<file path="src/design/bffa_pkg.sv">
`default_nettype none

package bffa_pkg;

  localparam int DEF_NUM_BLOCKS = 1024;

  // map storage: one 32-bit word of used bits per memory row
  localparam int WORD_W = 32;

  // item field widths
  localparam int REQ_W = 2;
  localparam int IDX_W = 10;
  localparam int LEN_W = 11;
  localparam int ST_W  = 2;
  localparam int CFG_W = 11;

  localparam int IN_TDATA_W  = 24;
  localparam int OUT_TDATA_W = 16;
  localparam int APB_DW      = 32;
  localparam int APB_AW      = 3;

  // request codes
  localparam logic [REQ_W-1:0] REQ_INIT = 2'd0;
  localparam logic [REQ_W-1:0] REQ_MARK = 2'd1;
  localparam logic [REQ_W-1:0] REQ_FIND = 2'd2;

  // status codes
  localparam logic [ST_W-1:0] STS_OK        = 2'd0;
  localparam logic [ST_W-1:0] STS_NOT_FOUND = 2'd1;
  localparam logic [ST_W-1:0] STS_RANGE     = 2'd2;

  // register index (paddr[2])
  localparam logic REG_TOTAL    = 1'b0;
  localparam logic REG_RESERVED = 1'b1;

  localparam logic [CFG_W-1:0] TOTAL_RST    = 11'd1024;
  localparam logic [CFG_W-1:0] RESERVED_RST = 11'd0;

  typedef enum logic [2:0] {
    ST_CLEAR,
    ST_IDLE,
    ST_DISPATCH,
    ST_INIT,
    ST_MARK_WR,
    ST_FIND,
    ST_DONE
  } state_t;

  typedef struct packed {
    logic            accept;     // latch request fields
    logic            rd_en;      // find: read word at waddr
    logic            rd_last;    // word read is the last one in range
    logic            rd_mark;    // read word holding block_index
    logic            wr_init;    // write init pattern at waddr
    logic            init_zero;  // init pattern forced to all free
    logic            wr_mark;    // write back word with block bit set
    logic            find_clr;   // clear run carry and scan pipeline
    logic            flush;      // drop words still in the scan pipeline
    logic            res_we;
    logic [ST_W-1:0] res_status;
    logic            res_found;  // take start from the scan hit
    logic            out_load;
  } cmd_t;

  typedef struct packed {
    logic [REQ_W-1:0] req;
    logic             mark_ok;
    logic             len_zero;
    logic             size_zero;
    logic             hit;
    logic             last;
  } sts_t;

endpackage

`default_nettype wire

</file>
<file path="src/design/bffa_regs.sv">
`default_nettype none

module bffa_regs (
  input  wire logic                          clk,
  input  wire logic                          rst_n,
  input  wire logic                          cfg_psel,
  input  wire logic                          cfg_penable,
  input  wire logic                          cfg_pwrite,
  input  wire logic [bffa_pkg::APB_AW-1:0]   cfg_paddr,
  input  wire logic [bffa_pkg::APB_DW-1:0]   cfg_pwdata,
  output logic      [bffa_pkg::APB_DW-1:0]   cfg_prdata,
  output logic                               cfg_pready,
  output logic      [bffa_pkg::CFG_W-1:0]    total_blocks,
  output logic      [bffa_pkg::CFG_W-1:0]    reserved_blocks
);

  logic [bffa_pkg::CFG_W-1:0] total_r;
  logic [bffa_pkg::CFG_W-1:0] total_nxt;
  logic [bffa_pkg::CFG_W-1:0] reserved_r;
  logic [bffa_pkg::CFG_W-1:0] reserved_nxt;
  logic                       wr_en;

  assign cfg_pready = 1'b1;
  assign wr_en      = cfg_psel && cfg_penable && cfg_pwrite && cfg_pready;

  always_comb begin
    total_nxt    = total_r;
    reserved_nxt = reserved_r;
    if (wr_en) begin
      case (cfg_paddr[2])
        bffa_pkg::REG_TOTAL:    total_nxt    = cfg_pwdata[bffa_pkg::CFG_W-1:0];
        bffa_pkg::REG_RESERVED: reserved_nxt = cfg_pwdata[bffa_pkg::CFG_W-1:0];
        default: ;
      endcase
    end
  end

  always_ff @(posedge clk) begin
    if (!rst_n) begin
      total_r    <= bffa_pkg::TOTAL_RST;
      reserved_r <= bffa_pkg::RESERVED_RST;
    end else begin
      total_r    <= total_nxt;
      reserved_r <= reserved_nxt;
    end
  end

  always_comb begin
    case (cfg_paddr[2])
      bffa_pkg::REG_TOTAL:    cfg_prdata = bffa_pkg::APB_DW'(total_r);
      bffa_pkg::REG_RESERVED: cfg_prdata = bffa_pkg::APB_DW'(reserved_r);
      default:                cfg_prdata = '0;
    endcase
  end

  assign total_blocks    = total_r;
  assign reserved_blocks = reserved_r;

endmodule

`default_nettype wire

</file>
<file path="src/design/bffa_dp.sv">
`default_nettype none

module bffa_dp #(
  parameter  int NUM_BLOCKS = bffa_pkg::DEF_NUM_BLOCKS,
  localparam int NUM_WORDS  = (NUM_BLOCKS + bffa_pkg::WORD_W - 1) / bffa_pkg::WORD_W,
  localparam int WA_W       = (NUM_WORDS > 1) ? $clog2(NUM_WORDS) : 1
) (
  input  wire logic                              clk,
  input  wire logic                              rst_n,
  input  wire bffa_pkg::cmd_t                    cmd,
  input  wire logic [WA_W-1:0]                   waddr,
  output bffa_pkg::sts_t                         sts,
  output logic      [WA_W-1:0]                   last_word,
  input  wire logic [bffa_pkg::REQ_W-1:0]        in_req,
  input  wire logic [bffa_pkg::IDX_W-1:0]        in_idx,
  input  wire logic [bffa_pkg::LEN_W-1:0]        in_len,
  input  wire logic [bffa_pkg::CFG_W-1:0]        total_blocks,
  input  wire logic [bffa_pkg::CFG_W-1:0]        reserved_blocks,
  output logic      [bffa_pkg::ST_W-1:0]         out_status,
  output logic      [bffa_pkg::IDX_W-1:0]        out_start
);

  localparam int WORD_W    = bffa_pkg::WORD_W;
  localparam int BIT_W     = $clog2(WORD_W);
  localparam int NB_W      = $clog2(NUM_BLOCKS + 1);
  localparam int CW        = ((NB_W > bffa_pkg::LEN_W) ? NB_W : bffa_pkg::LEN_W) + 1;

  // request fields
  logic [bffa_pkg::REQ_W-1:0] req_r;
  logic [bffa_pkg::IDX_W-1:0] idx_r;
  logic [bffa_pkg::LEN_W-1:0] len_r;

  // map memory
  logic [WORD_W-1:0] map_r [NUM_WORDS];
  logic [WORD_W-1:0] rdata_r;
  logic              mem_we;
  logic              mem_re;
  logic [WA_W-1:0]   mem_wa;
  logic [WA_W-1:0]   mem_ra;
  logic [WORD_W-1:0] mem_wd;

  logic [CW-1:0]     size_cw;
  logic [CW-1:0]     rsv_cw;
  logic [CW-1:0]     total_cw;
  logic [CW-1:0]     reserved_cw;
  logic [CW-1:0]     idx_cw;
  logic [CW-1:0]     len_cw;
  logic [CW-1:0]     size_m1;
  logic [WA_W-1:0]   idx_word;
  logic [BIT_W-1:0]  idx_bit;
  logic [CW-1:0]     init_lo;
  logic [CW-1:0]     init_rem;
  logic [WORD_W-1:0] init_pat;

  // scan pipeline: stage 1 is the registered read, stage 2 the prefix result
  logic              vld1_r;
  logic              last1_r;
  logic [WA_W-1:0]   base1_r;
  logic              vld2_r;
  logic              last2_r;
  logic [WA_W-1:0]   base2_r;
  logic [WORD_W-1:0] hv_r;
  logic [BIT_W-1:0]  lp_r [WORD_W];
  logic [CW-1:0]     carry_r;
  logic [CW-1:0]     carry_nxt;

  logic [WORD_W-1:0] hv_l [BIT_W+1];
  logic [BIT_W-1:0]  lp_l [BIT_W+1][WORD_W];

  logic [WORD_W-1:0] hit_v;
  logic              hit_any;
  logic [BIT_W-1:0]  hit_pos;
  logic [CW-1:0]     run_b;
  logic [CW-1:0]     gidx_b;
  logic [CW-1:0]     start_cw;

  logic [bffa_pkg::ST_W-1:0]  res_status_r;
  logic [bffa_pkg::IDX_W-1:0] res_start_r;
  logic [bffa_pkg::ST_W-1:0]  out_status_r;
  logic [bffa_pkg::IDX_W-1:0] out_start_r;

  always_ff @(posedge clk) begin
    if (cmd.accept) begin
      req_r <= in_req;
      idx_r <= in_idx;
      len_r <= in_len;
    end
  end

  assign total_cw    = CW'(total_blocks);
  assign reserved_cw = CW'(reserved_blocks);
  assign size_cw     = (total_cw > CW'(NUM_BLOCKS)) ? CW'(NUM_BLOCKS) : total_cw;
  assign rsv_cw      = (reserved_cw > CW'(NUM_BLOCKS)) ? CW'(NUM_BLOCKS) : reserved_cw;
  assign idx_cw      = CW'(idx_r);
  assign len_cw      = CW'(len_r);
  assign size_m1     = size_cw - CW'(1);
  assign last_word   = size_m1[BIT_W +: WA_W];
  assign idx_word    = idx_cw[BIT_W +: WA_W];
  assign idx_bit     = idx_r[BIT_W-1:0];

  // init pattern: blocks below min(reserved, NUM_BLOCKS) are used
  always_comb begin
    init_lo  = CW'({waddr, {BIT_W{1'b0}}});
    init_rem = rsv_cw - init_lo;
    if (cmd.init_zero || rsv_cw <= init_lo) begin
      init_pat = '0;
    end else if (rsv_cw >= init_lo + CW'(WORD_W)) begin
      init_pat = '1;
    end else begin
      init_pat = ~({WORD_W{1'b1}} << init_rem[BIT_W-1:0]);
    end
  end

  assign mem_we = cmd.wr_init || cmd.wr_mark;
  assign mem_wa = cmd.wr_mark ? idx_word : waddr;
  assign mem_wd = cmd.wr_mark ? (rdata_r | (WORD_W'(1) << idx_bit)) : init_pat;
  assign mem_re = cmd.rd_en || cmd.rd_mark;
  assign mem_ra = cmd.rd_mark ? idx_word : waddr;

  always_ff @(posedge clk) begin
    if (mem_we) begin
      map_r[mem_wa] <= mem_wd;
    end
    if (mem_re) begin
      rdata_r <= map_r[mem_ra];
    end
  end

  // highest used bit at or below each position, by doubling
  always_comb begin
    for (int b = 0; b < WORD_W; b++) begin
      hv_l[0][b] = rdata_r[b];
      lp_l[0][b] = BIT_W'(b);
    end
    for (int l = 0; l < BIT_W; l++) begin
      for (int b = 0; b < WORD_W; b++) begin
        if (b >= (1 << l) && !hv_l[l][b]) begin
          hv_l[l+1][b] = hv_l[l][b - (1 << l)];
          lp_l[l+1][b] = lp_l[l][b - (1 << l)];
        end else begin
          hv_l[l+1][b] = hv_l[l][b];
          lp_l[l+1][b] = lp_l[l][b];
        end
      end
    end
  end

  always_ff @(posedge clk) begin
    if (!rst_n) begin
      vld1_r <= 1'b0;
      vld2_r <= 1'b0;
    end else if (cmd.flush || cmd.find_clr) begin
      vld1_r <= 1'b0;
      vld2_r <= 1'b0;
    end else begin
      vld1_r <= cmd.rd_en;
      vld2_r <= vld1_r;
    end
  end

  always_ff @(posedge clk) begin
    last1_r <= cmd.rd_last;
    base1_r <= waddr;
    last2_r <= last1_r;
    base2_r <= base1_r;
    hv_r    <= hv_l[BIT_W];
    for (int b = 0; b < WORD_W; b++) begin
      lp_r[b] <= lp_l[BIT_W][b];
    end
  end

  // run length ending at each bit, carried in from earlier words
  always_comb begin
    hit_v  = '0;
    run_b  = '0;
    gidx_b = '0;
    for (int b = 0; b < WORD_W; b++) begin
      gidx_b = CW'({base2_r, BIT_W'(b)});
      if (hv_r[b]) begin
        run_b = CW'(b) - CW'(lp_r[b]);
      end else begin
        run_b = carry_r + CW'(b) + CW'(1);
      end
      hit_v[b] = (gidx_b < size_cw) && (run_b >= len_cw);
    end
  end

  always_comb begin
    hit_pos = '0;
    for (int b = WORD_W - 1; b >= 0; b--) begin
      if (hit_v[b]) begin
        hit_pos = BIT_W'(b);
      end
    end
  end

  assign hit_any  = |hit_v;
  assign start_cw = CW'({base2_r, hit_pos}) + CW'(1) - len_cw;

  always_comb begin
    if (hv_r[WORD_W-1]) begin
      carry_nxt = CW'(WORD_W - 1) - CW'(lp_r[WORD_W-1]);
    end else begin
      carry_nxt = carry_r + CW'(WORD_W);
    end
  end

  always_ff @(posedge clk) begin
    if (cmd.find_clr) begin
      carry_r <= '0;
    end else if (vld2_r) begin
      carry_r <= carry_nxt;
    end
  end

  always_comb begin
    sts.req       = req_r;
    sts.mark_ok   = idx_cw < size_cw;
    sts.len_zero  = (len_r == '0);
    sts.size_zero = (size_cw == '0);
    sts.hit       = vld2_r && hit_any;
    sts.last      = vld2_r && last2_r;
  end

  always_ff @(posedge clk) begin
    if (cmd.res_we) begin
      res_status_r <= cmd.res_status;
      res_start_r  <= cmd.res_found ? start_cw[bffa_pkg::IDX_W-1:0] : '0;
    end
    if (cmd.out_load) begin
      out_status_r <= res_status_r;
      out_start_r  <= res_start_r;
    end
  end

  assign out_status = out_status_r;
  assign out_start  = out_start_r;

endmodule

`default_nettype wire

</file>
<file path="src/design/bffa_ctrl.sv">
`default_nettype none

module bffa_ctrl #(
  parameter  int NUM_BLOCKS = bffa_pkg::DEF_NUM_BLOCKS,
  localparam int NUM_WORDS  = (NUM_BLOCKS + bffa_pkg::WORD_W - 1) / bffa_pkg::WORD_W,
  localparam int WA_W       = (NUM_WORDS > 1) ? $clog2(NUM_WORDS) : 1
) (
  input  wire logic                  clk,
  input  wire logic                  rst_n,
  input  wire logic                  in_tvalid,
  output logic                       in_tready,
  output logic                       out_tvalid,
  input  wire logic                  out_tready,
  input  wire bffa_pkg::sts_t        sts,
  input  wire logic [WA_W-1:0]       last_word,
  output bffa_pkg::cmd_t             cmd,
  output logic      [WA_W-1:0]       waddr
);

  localparam logic [WA_W-1:0] LAST_W = WA_W'(NUM_WORDS - 1);

  bffa_pkg::state_t state_r;
  bffa_pkg::state_t state_nxt;
  logic [WA_W-1:0]  wcnt_r;
  logic [WA_W-1:0]  wcnt_nxt;
  logic             issue_done_r;
  logic             issue_done_nxt;
  logic             out_valid_r;
  logic             out_valid_nxt;

  always_ff @(posedge clk) begin
    if (!rst_n) begin
      state_r      <= bffa_pkg::ST_CLEAR;
      wcnt_r       <= '0;
      issue_done_r <= 1'b0;
      out_valid_r  <= 1'b0;
    end else begin
      state_r      <= state_nxt;
      wcnt_r       <= wcnt_nxt;
      issue_done_r <= issue_done_nxt;
      out_valid_r  <= out_valid_nxt;
    end
  end

  always_comb begin
    state_nxt      = state_r;
    wcnt_nxt       = wcnt_r;
    issue_done_nxt = issue_done_r;
    out_valid_nxt  = out_valid_r && !out_tready;
    cmd            = '0;

    case (state_r)
      bffa_pkg::ST_CLEAR: begin
        cmd.wr_init   = 1'b1;
        cmd.init_zero = 1'b1;
        wcnt_nxt      = wcnt_r + WA_W'(1);
        if (wcnt_r == LAST_W) begin
          wcnt_nxt  = '0;
          state_nxt = bffa_pkg::ST_IDLE;
        end
      end

      bffa_pkg::ST_IDLE: begin
        if (in_tvalid) begin
          cmd.accept = 1'b1;
          state_nxt  = bffa_pkg::ST_DISPATCH;
        end
      end

      bffa_pkg::ST_DISPATCH: begin
        wcnt_nxt = '0;
        case (sts.req)
          bffa_pkg::REQ_INIT: begin
            state_nxt = bffa_pkg::ST_INIT;
          end
          bffa_pkg::REQ_MARK: begin
            if (sts.mark_ok) begin
              cmd.rd_mark = 1'b1;
              state_nxt   = bffa_pkg::ST_MARK_WR;
            end else begin
              cmd.res_we     = 1'b1;
              cmd.res_status = bffa_pkg::STS_RANGE;
              state_nxt      = bffa_pkg::ST_DONE;
            end
          end
          bffa_pkg::REQ_FIND: begin
            if (sts.len_zero) begin
              cmd.res_we     = 1'b1;
              cmd.res_status = bffa_pkg::STS_OK;
              state_nxt      = bffa_pkg::ST_DONE;
            end else if (sts.size_zero) begin
              cmd.res_we     = 1'b1;
              cmd.res_status = bffa_pkg::STS_NOT_FOUND;
              state_nxt      = bffa_pkg::ST_DONE;
            end else begin
              cmd.find_clr   = 1'b1;
              issue_done_nxt = 1'b0;
              state_nxt      = bffa_pkg::ST_FIND;
            end
          end
          default: begin
            cmd.res_we     = 1'b1;
            cmd.res_status = bffa_pkg::STS_OK;
            state_nxt      = bffa_pkg::ST_DONE;
          end
        endcase
      end

      bffa_pkg::ST_INIT: begin
        cmd.wr_init = 1'b1;
        wcnt_nxt    = wcnt_r + WA_W'(1);
        if (wcnt_r == LAST_W) begin
          cmd.res_we     = 1'b1;
          cmd.res_status = bffa_pkg::STS_OK;
          state_nxt      = bffa_pkg::ST_DONE;
        end
      end

      bffa_pkg::ST_MARK_WR: begin
        cmd.wr_mark    = 1'b1;
        cmd.res_we     = 1'b1;
        cmd.res_status = bffa_pkg::STS_OK;
        state_nxt      = bffa_pkg::ST_DONE;
      end

      bffa_pkg::ST_FIND: begin
        if (sts.hit) begin
          cmd.res_we     = 1'b1;
          cmd.res_status = bffa_pkg::STS_OK;
          cmd.res_found  = 1'b1;
          cmd.flush      = 1'b1;
          state_nxt      = bffa_pkg::ST_DONE;
        end else if (sts.last) begin
          cmd.res_we     = 1'b1;
          cmd.res_status = bffa_pkg::STS_NOT_FOUND;
          cmd.flush      = 1'b1;
          state_nxt      = bffa_pkg::ST_DONE;
        end else if (!issue_done_r) begin
          cmd.rd_en   = 1'b1;
          cmd.rd_last = (wcnt_r == last_word);
          wcnt_nxt    = wcnt_r + WA_W'(1);
          if (cmd.rd_last) begin
            issue_done_nxt = 1'b1;
          end
        end
      end

      bffa_pkg::ST_DONE: begin
        if (!out_valid_r || out_tready) begin
          cmd.out_load  = 1'b1;
          out_valid_nxt = 1'b1;
          state_nxt     = bffa_pkg::ST_IDLE;
        end
      end

      default: begin
        state_nxt = bffa_pkg::ST_IDLE;
      end
    endcase
  end

  assign in_tready  = (state_r == bffa_pkg::ST_IDLE);
  assign out_tvalid = out_valid_r;
  assign waddr      = wcnt_r;

  // no item is taken as reset is released and the clearing sweep starts
  a_clear_after_reset: assert property (@(posedge clk)
    $rose(rst_n) |-> !in_tready)
    else $error("item accepted before clearing sweep finished");

  // the scan never reads past the last word of the disk
  a_scan_bound: assert property (@(posedge clk) disable iff (!rst_n)
    (state_r == bffa_pkg::ST_FIND && cmd.rd_en) |-> wcnt_r <= last_word)
    else $error("scan read beyond disk size");

  // a hit or the last word ends the search in the next cycle
  a_find_ends: assert property (@(posedge clk) disable iff (!rst_n)
    (state_r == bffa_pkg::ST_FIND && (sts.hit || sts.last)) |=> state_r == bffa_pkg::ST_DONE)
    else $error("find did not finish on hit or last word");

  // the map is never written while a search is running
  a_find_no_write: assert property (@(posedge clk) disable iff (!rst_n)
    $past(state_r == bffa_pkg::ST_FIND) && state_r == bffa_pkg::ST_FIND
      |-> !cmd.wr_init && !cmd.wr_mark)
    else $error("map written during find");

endmodule

`default_nettype wire

</file>
<file path="src/design/bitmap_first_fit_block_allocator.sv">
// Find reads the map one 32-bit word per cycle from a RAM with separate read and write
// addresses and checks the runs of that word in a two-stage pipeline; one request at a time,
// the next item taken only after the previous result has been loaded for output.
// Reset is synchronous, active low: a clearing sweep then frees the whole map while
// in_tready stays low.
`default_nettype none

module bitmap_first_fit_block_allocator #(
  parameter int NUM_BLOCKS = bffa_pkg::DEF_NUM_BLOCKS
) (
  input  wire logic                                  clk,
  input  wire logic                                  rst_n,
  // in_tdata: [1:0] req_type, [11:2] block_index, [22:12] run_length, [23] zero
  input  wire logic [bffa_pkg::IN_TDATA_W-1:0]       in_tdata,
  input  wire logic                                  in_tvalid,
  output logic                                       in_tready,
  // out_tdata: [1:0] status, [11:2] start_block, [15:12] zero
  output logic      [bffa_pkg::OUT_TDATA_W-1:0]      out_tdata,
  output logic                                       out_tvalid,
  input  wire logic                                  out_tready,
  input  wire logic                                  cfg_psel,
  input  wire logic                                  cfg_penable,
  input  wire logic                                  cfg_pwrite,
  input  wire logic [bffa_pkg::APB_AW-1:0]           cfg_paddr,
  input  wire logic [bffa_pkg::APB_DW-1:0]           cfg_pwdata,
  output logic      [bffa_pkg::APB_DW-1:0]           cfg_prdata,
  output logic                                       cfg_pready
);

  localparam int WORD_W    = bffa_pkg::WORD_W;
  localparam int NUM_WORDS = (NUM_BLOCKS + WORD_W - 1) / WORD_W;
  localparam int WA_W      = (NUM_WORDS > 1) ? $clog2(NUM_WORDS) : 1;
  localparam int IDX_LO    = bffa_pkg::REQ_W;
  localparam int LEN_LO    = bffa_pkg::REQ_W + bffa_pkg::IDX_W;
  localparam int OUT_USED  = bffa_pkg::ST_W + bffa_pkg::IDX_W;

  bffa_pkg::cmd_t               cmd;
  bffa_pkg::sts_t               sts;
  logic [WA_W-1:0]              waddr;
  logic [WA_W-1:0]              last_word;
  logic [bffa_pkg::CFG_W-1:0]   total_blocks;
  logic [bffa_pkg::CFG_W-1:0]   reserved_blocks;
  logic [bffa_pkg::ST_W-1:0]    out_status;
  logic [bffa_pkg::IDX_W-1:0]   out_start;

  bffa_regs u_regs (
    .clk             (clk),
    .rst_n           (rst_n),
    .cfg_psel        (cfg_psel),
    .cfg_penable     (cfg_penable),
    .cfg_pwrite      (cfg_pwrite),
    .cfg_paddr       (cfg_paddr),
    .cfg_pwdata      (cfg_pwdata),
    .cfg_prdata      (cfg_prdata),
    .cfg_pready      (cfg_pready),
    .total_blocks    (total_blocks),
    .reserved_blocks (reserved_blocks)
  );

  bffa_ctrl #(
    .NUM_BLOCKS (NUM_BLOCKS)
  ) u_ctrl (
    .clk        (clk),
    .rst_n      (rst_n),
    .in_tvalid  (in_tvalid),
    .in_tready  (in_tready),
    .out_tvalid (out_tvalid),
    .out_tready (out_tready),
    .sts        (sts),
    .last_word  (last_word),
    .cmd        (cmd),
    .waddr      (waddr)
  );

  bffa_dp #(
    .NUM_BLOCKS (NUM_BLOCKS)
  ) u_dp (
    .clk             (clk),
    .rst_n           (rst_n),
    .cmd             (cmd),
    .waddr           (waddr),
    .sts             (sts),
    .last_word       (last_word),
    .in_req          (in_tdata[bffa_pkg::REQ_W-1:0]),
    .in_idx          (in_tdata[IDX_LO +: bffa_pkg::IDX_W]),
    .in_len          (in_tdata[LEN_LO +: bffa_pkg::LEN_W]),
    .total_blocks    (total_blocks),
    .reserved_blocks (reserved_blocks),
    .out_status      (out_status),
    .out_start       (out_start)
  );

  assign out_tdata = {{(bffa_pkg::OUT_TDATA_W - OUT_USED){1'b0}}, out_start, out_status};

endmodule

`default_nettype wire

</file>
<file path="config.mk">
export PLATFORM = sky130hd
export DESIGN_NAME = bitmap_first_fit_block_allocator
export DESIGN_NICKNAME = d
export VERILOG_FILES = /design/src/design/bffa_pkg.sv /design/src/design/bffa_regs.sv /design/src/design/bffa_dp.sv /design/src/design/bffa_ctrl.sv /design/src/design/bitmap_first_fit_block_allocator.sv
export SDC_FILE = /design/constraint.sdc
export NUM_CORES = 2
export LEC_CHECK = 0
export BUFFER_PORTS_ARGS = -buffer_cell sky130_fd_sc_hd__buf_2
export CAP_MARGIN = 20
export CORE_UTILIZATION = 45
export CTS_BUF_LIST = sky130_fd_sc_hd__clkbuf_8
export DETAILED_ROUTE_END_ITERATION = 7
export PLACE_DENSITY = 0.69
export SLEW_MARGIN = 20
export SYNTH_ARGS = -nofsm -noshare
export SYNTH_HDL_FRONTEND = slang
export SYNTH_SLANG_ARGS = --single-unit
export TNS_END_PERCENT = 1
</file>
<file path="constraint.sdc">
create_clock -name clk -period 9.7 [get_ports clk]
set_clock_uncertainty 0.1 [all_clocks]
set_input_delay 0 -clock clk [delete_from_list [all_inputs] [get_ports clk]]
set_output_delay 0 -clock clk [all_outputs]
set_load 0.02 [all_outputs]
</file>
==> results by stage <==
Run status:
- The run finished with clean final reports.

Place:
- Prior to clock tree synthesis, the placed netlist has a worst setup slack of 1.68 ns.
- The area after detailed placement is 71300 µm².
- Buffers placed on the I/O ports in this run total 66.
- The half-perimeter wire length after detailed placement is 144 mm.
- The routability-driven placement congestion ratio is 1.01.

STA:
- The worst-case headroom to the max-slew limit is 0.181.
- The final sum of negative setup slack is 0 ns.
- Based on the critical path, the design can be clocked at up to 0.121 GHz.
- Setup repair after global routing left no endpoint under its margin.
- The pin slew with the least headroom to its limit is 1.23 ns.
- The worst path needs 8.23 ns of the cycle, external delays included.
- The count of final max-slew check failures came to 0.
- The final worst slack is 1.47 ns.
- The final number of hold-violating endpoints came to 0.
- The number of failing setup endpoints in the final timing report is 0.
- The post-route fraction of the period consumed by the critical path is 0.849.

Setup path:
- The worst setup slack for register-to-register paths is 1.47 ns.
- Along the worst path, the maximum fanout reaches 16.
- The class of the most critical setup path is flip-flop to flip-flop.
- The worst register-to-register path has a depth of 27.
- The endpoint of the worst-slack reg-to-reg timing path is u_dp.res_start_r[9]$_SDFFCE_PN0P_.
- STA classifies the critical path endpoint as a flip-flop.
- In this run the critical register-to-register path is launched from u_dp.carry_r[4]$_SDFFE_PP0P_.
- For the worst setup path, the data arrival time is 8.80 ns.
- For the worst setup path, the data required time is 10.26 ns.
- STA classifies the critical path startpoint as a flip-flop.

Cells and area:
- In the final layout, the share of cells above drive strength 1 is 0.0964.
- Summing all multi-input logic gate instances after layout gives 29200 µm².
- Once layout is done, the placed cells without fillers occupy 76300 µm².
- The final layout contains 7025 nets.
- Once layout is complete, the utilization of the core stands at 0.508.
- Fill cells in the final layout number 13100.
- In the final layout, flip-flops and latches occupy 37500 µm².
- From synthesis to final layout, the design area changed by 12.0%.

CTS:
- The root buffer cell chosen for the clock tree is clkbuf_8.
- The H-tree generated during clock tree synthesis spans 4 levels.
- The number of buffers between clock root and the deepest sink is 3.
- The TritonCTS sink count is 1322.
- The post-cts gate resize count is 0.
- Counting the buffers created by CTS gives 206.
- TritonCTS built the clock tree.
- The insertion delay of the later-clocked pin in the worst-skew pair is 1.02 ns.
- The clock transition at the registers of the reported paths is 0.07 ns.

Hold path:
- For hold timing, the worst endpoint is u_ctrl.state_r[2]$_SDFFE_PN0P_.
- The startpoint identified for the worst hold timing path is in_tvalid.
- The worst hold path belongs to the class primary input to flip-flop.
- The depth of the worst hold-timing path is 6.

Drt:
- After detailed routing, the number of vias per cell comes to 6.07.
- The detailed-routing iteration count for the pre-antenna-repair pass is 6.
- The total routed wirelength is 234 mm.
- After detailed routing, the average wire length per cell comes to 26.9 µm.
- For this block, the initial DRC count from the detailed router was 6206.
- Across all layers, the routed design uses 52800 vias.
- Once detail routing completed, the nets flagged for antenna violations numbered 0.
- The number of DRC violations after detailed routing is 0.

Yosys:
- The largest total area in the synthesized netlist belongs to edfxtp_1.
- The number of distinct library cells after synthesis is 102.
- The share of synthesized area occupied by flip-flops and latches is 0.550.
- For this run, the number of Yosys warnings is 0.
- The netlist area before placement is 68200 µm².
- The share of async-settable or async-resettable flops after synthesis is 0.
- The gate count after technology mapping is 6340.
- By area the synthesized netlist is led by edfxtp_1 (49%), ha_1 (8.2%), dfxtp_1 (6.4%), nand2_1 (5.9%), a21oi_1 (2.7%).
- The register bit count reported by yosys is 1322.
- The most frequently used flop master after synthesis is edfxtp_1.
- The most common cell in the synthesized netlist is edfxtp_1.
- In this run the mean area of a mapped cell was 10.8 µm².
- The share of the synthesized area in the top cell type is 0.486.
- Ranked by instance count, the synthesized netlist is headed by edfxtp_1 (1103), nand2_1 (1068), nor2_1 (471).
- Yosys mapped a number of flops with a built-in enable equal to 1103.

Die:
- In this run the standard cell core region covers 150000 µm².
- The number of rows created at floorplan is 142.
- The chip width is 391 µm.
- The floorplan step defined a die boundary enclosing 153000 µm².
- For this design the top-level I/O count stands at 117.
- For this configuration, the core starts out at a cell density of 0.454.
- The vertical extent of the die is 391 µm.

Pwr:
- The peak supply drop is 0.208 mV.
- The switching power is 6210 µW.
- The share of total power dissipated in the clock network is 0.263.
- The internal power of the cells totals 10700 µW.
- The switching power as a share of total power is 0.367.
- The total power is 16900 µW.
- The part of the total power dissipated in sequential elements is 0.428.
- The total leakage power is 0.0284 µW.
- The power density relative to cell area is 221 nW/µm².
- Of the total power, combinational logic draws 0.309.

Global routing:
- The global-route total usage across every layer is 0.299.
- Global routing finished with a remaining overflow of 0.
- In the global route stage, met3 resource usage came out at 0.0531.
- The initial antenna violation count was 6.
- The met2 track utilization from global routing is 0.476.
- The global routing stage identified its most utilized layer as met2.
- In the global route stage, met1 resource usage came out at 0.389.
- The pin count of the biggest net entering global routing is 151.
- The global-route wire length before repair is 333 mm.
- The number of global-route vias before repair is 49800.

Flow run:
- The max-capacitance violation count is 0.
## sequential cells by signal, indices dropped and copies added, names as in the netlist, 2 cells and up
register,count
u_dp.req_r,2
u_regs.reserved_blocks,11
u_ctrl.waddr,5
u_dp.out_status,2
u_dp.lp_r,129
u_dp.out_start,10
u_dp.res_status_r,2
u_dp.idx_r,10
u_dp.base2_r,5
u_dp.len_r,11
u_dp.carry_r,12
u_dp.rdata_r,32
u_regs.total_blocks,11
u_ctrl.state_r,3
u_dp.map_r,1024
u_dp.hv_r,32
u_dp.res_start_r,10
u_dp.base1_r,5
## through the flow
stage | hold WS [ns] | std cells
final | 0.130 | 8694
after global routing | 0.118 | 8692
after CTS | 0.0633 | 8689
after detailed placement | 0.0781 | 8213
after global placement | 0.0799 | 8211
after floorplan | -0.00113 | 6364
## routing by layer
metal | wire, µm | part of all wire
met1 | 91700 | 0.39
met2 | 106000 | 0.46
met4 | 13300 | 0.057
met3 | 22400 | 0.096
met5 | 23 | 0.000098
## critical path, stage by stage (launching register included)
cell and delay [ns]:
dfxtp_1 0.32, inv_1 0.68, ha_1 0.81, a21boi_1 0.51
nor2_1 0.10, xnor2_1 0.14, a21oi_1 0.17, ha_1 0.28
a211o_1 0.29, a211o_1 0.23, a21oi_1 0.13, o221ai_1 0.33
o211ai_1 0.31, nor4b_4 0.32, o31ai_1 0.13, a21oi_1 0.23
o211ai_1 0.13, a2111oi_0 0.62, ha_1 0.39, fa_1 0.47
a21o_1 0.20, a21o_1 0.19, a21o_1 0.18, a21oi_1 0.22
o21bai_1 0.09, a21oi_1 0.18, xnor2_1 0.14, nor2_1 0.06
## area by class of cell
cell class                 instances  share of cell area
antenna                            5            0.000164
clock buffer                     211              0.0381
clock inverter                   160              0.0129
inverter                         142             0.00698
multi-input combinational       4511               0.382
sequential                      1322               0.492
tap                             2016              0.0331
timing repair buffer             327              0.0348
## power by group through the flow
stage	clock network (µW)	registers, µW	logic (µW)
final	4440	7230	5220
after floorplan	0	7210	3210
after CTS	4500	7220	5090
after detailed placement	0	7330	5030
after global placement	0	7320	4940
after global routing	4730	7250	5590
## logic make-up after synthesis
| group | share of synthesized area |
|---|---|
| flip-flops | 0.550 |
| multiplexers | 0.0269 |
| other | 0.000110 |
| AO/OA/AOI/OAI | 0.127 |
| XOR/XNOR | 0.0354 |
| buffers and inverters | 0.0316 |
| AND/OR/NAND/NOR | 0.147 |
| adder cells (fa/ha/maj) | 0.0825 |
## cell usage in the layout, fill, tap and decap left out, types with 66 or more instances in the layout
| cell type | netlist | routed |
|---|---|---|
| o21a_1 | 85 | 85 |
| a32oi_1 | 131 | 131 |
| a31oi_1 | 166 | 163 |
| nand2_1 | 1068 | 1066 |
| nand3_1 | 316 | 316 |
| inv_1 | 135 | 214 |
| mux2i_1 | 154 | 153 |
| xnor2_1 | 145 | 145 |
| buf_4 | 28 | 147 |
| buf_2 | 46 | 66 |
| ha_1 | 448 | 448 |
| nand2b_1 | 66 | 66 |
| nor2_1 | 471 | 438 |
| clkbuf_8 | 0 | 211 |
| xor2_1 | 129 | 129 |
| edfxtp_1 | 1103 | 1103 |
| a21oi_1 | 363 | 362 |
| dlygate4sd3_1 | 0 | 105 |
| o21ai_0 | 239 | 229 |
| dfxtp_1 | 219 | 211 |
## worst max path at each step
| stage | start | endpoint | cells after the start |
|---|---|---|---|
| floorplan | u_dp.carry_r[4]$_SDFFE_PP0P_ | u_dp.res_start_r[9]$_SDFFCE_PN0P_ | 29 |
| global placement | u_dp.carry_r[4]$_SDFFE_PP0P_ | u_dp.res_start_r[9]$_SDFFCE_PN0P_ | 27 |
| detailed placement | u_dp.carry_r[4]$_SDFFE_PP0P_ | u_dp.res_start_r[9]$_SDFFCE_PN0P_ | 27 |
| CTS | u_dp.carry_r[4]$_SDFFE_PP0P_ | u_dp.res_start_r[9]$_SDFFCE_PN0P_ | 27 |
| global route | u_dp.carry_r[4]$_SDFFE_PP0P_ | u_dp.res_start_r[9]$_SDFFCE_PN0P_ | 27 |
| finish | u_dp.carry_r[4]$_SDFFE_PP0P_ | u_dp.res_start_r[9]$_SDFFCE_PN0P_ | 27 |
## timing repair
item / CTS / global route
hold buffers: 105 / 0
buffers inserted: 0 / 0
endpoints found under the hold margin: 92 / 0
No activity file was read; power rests on OpenSTA's default activity.
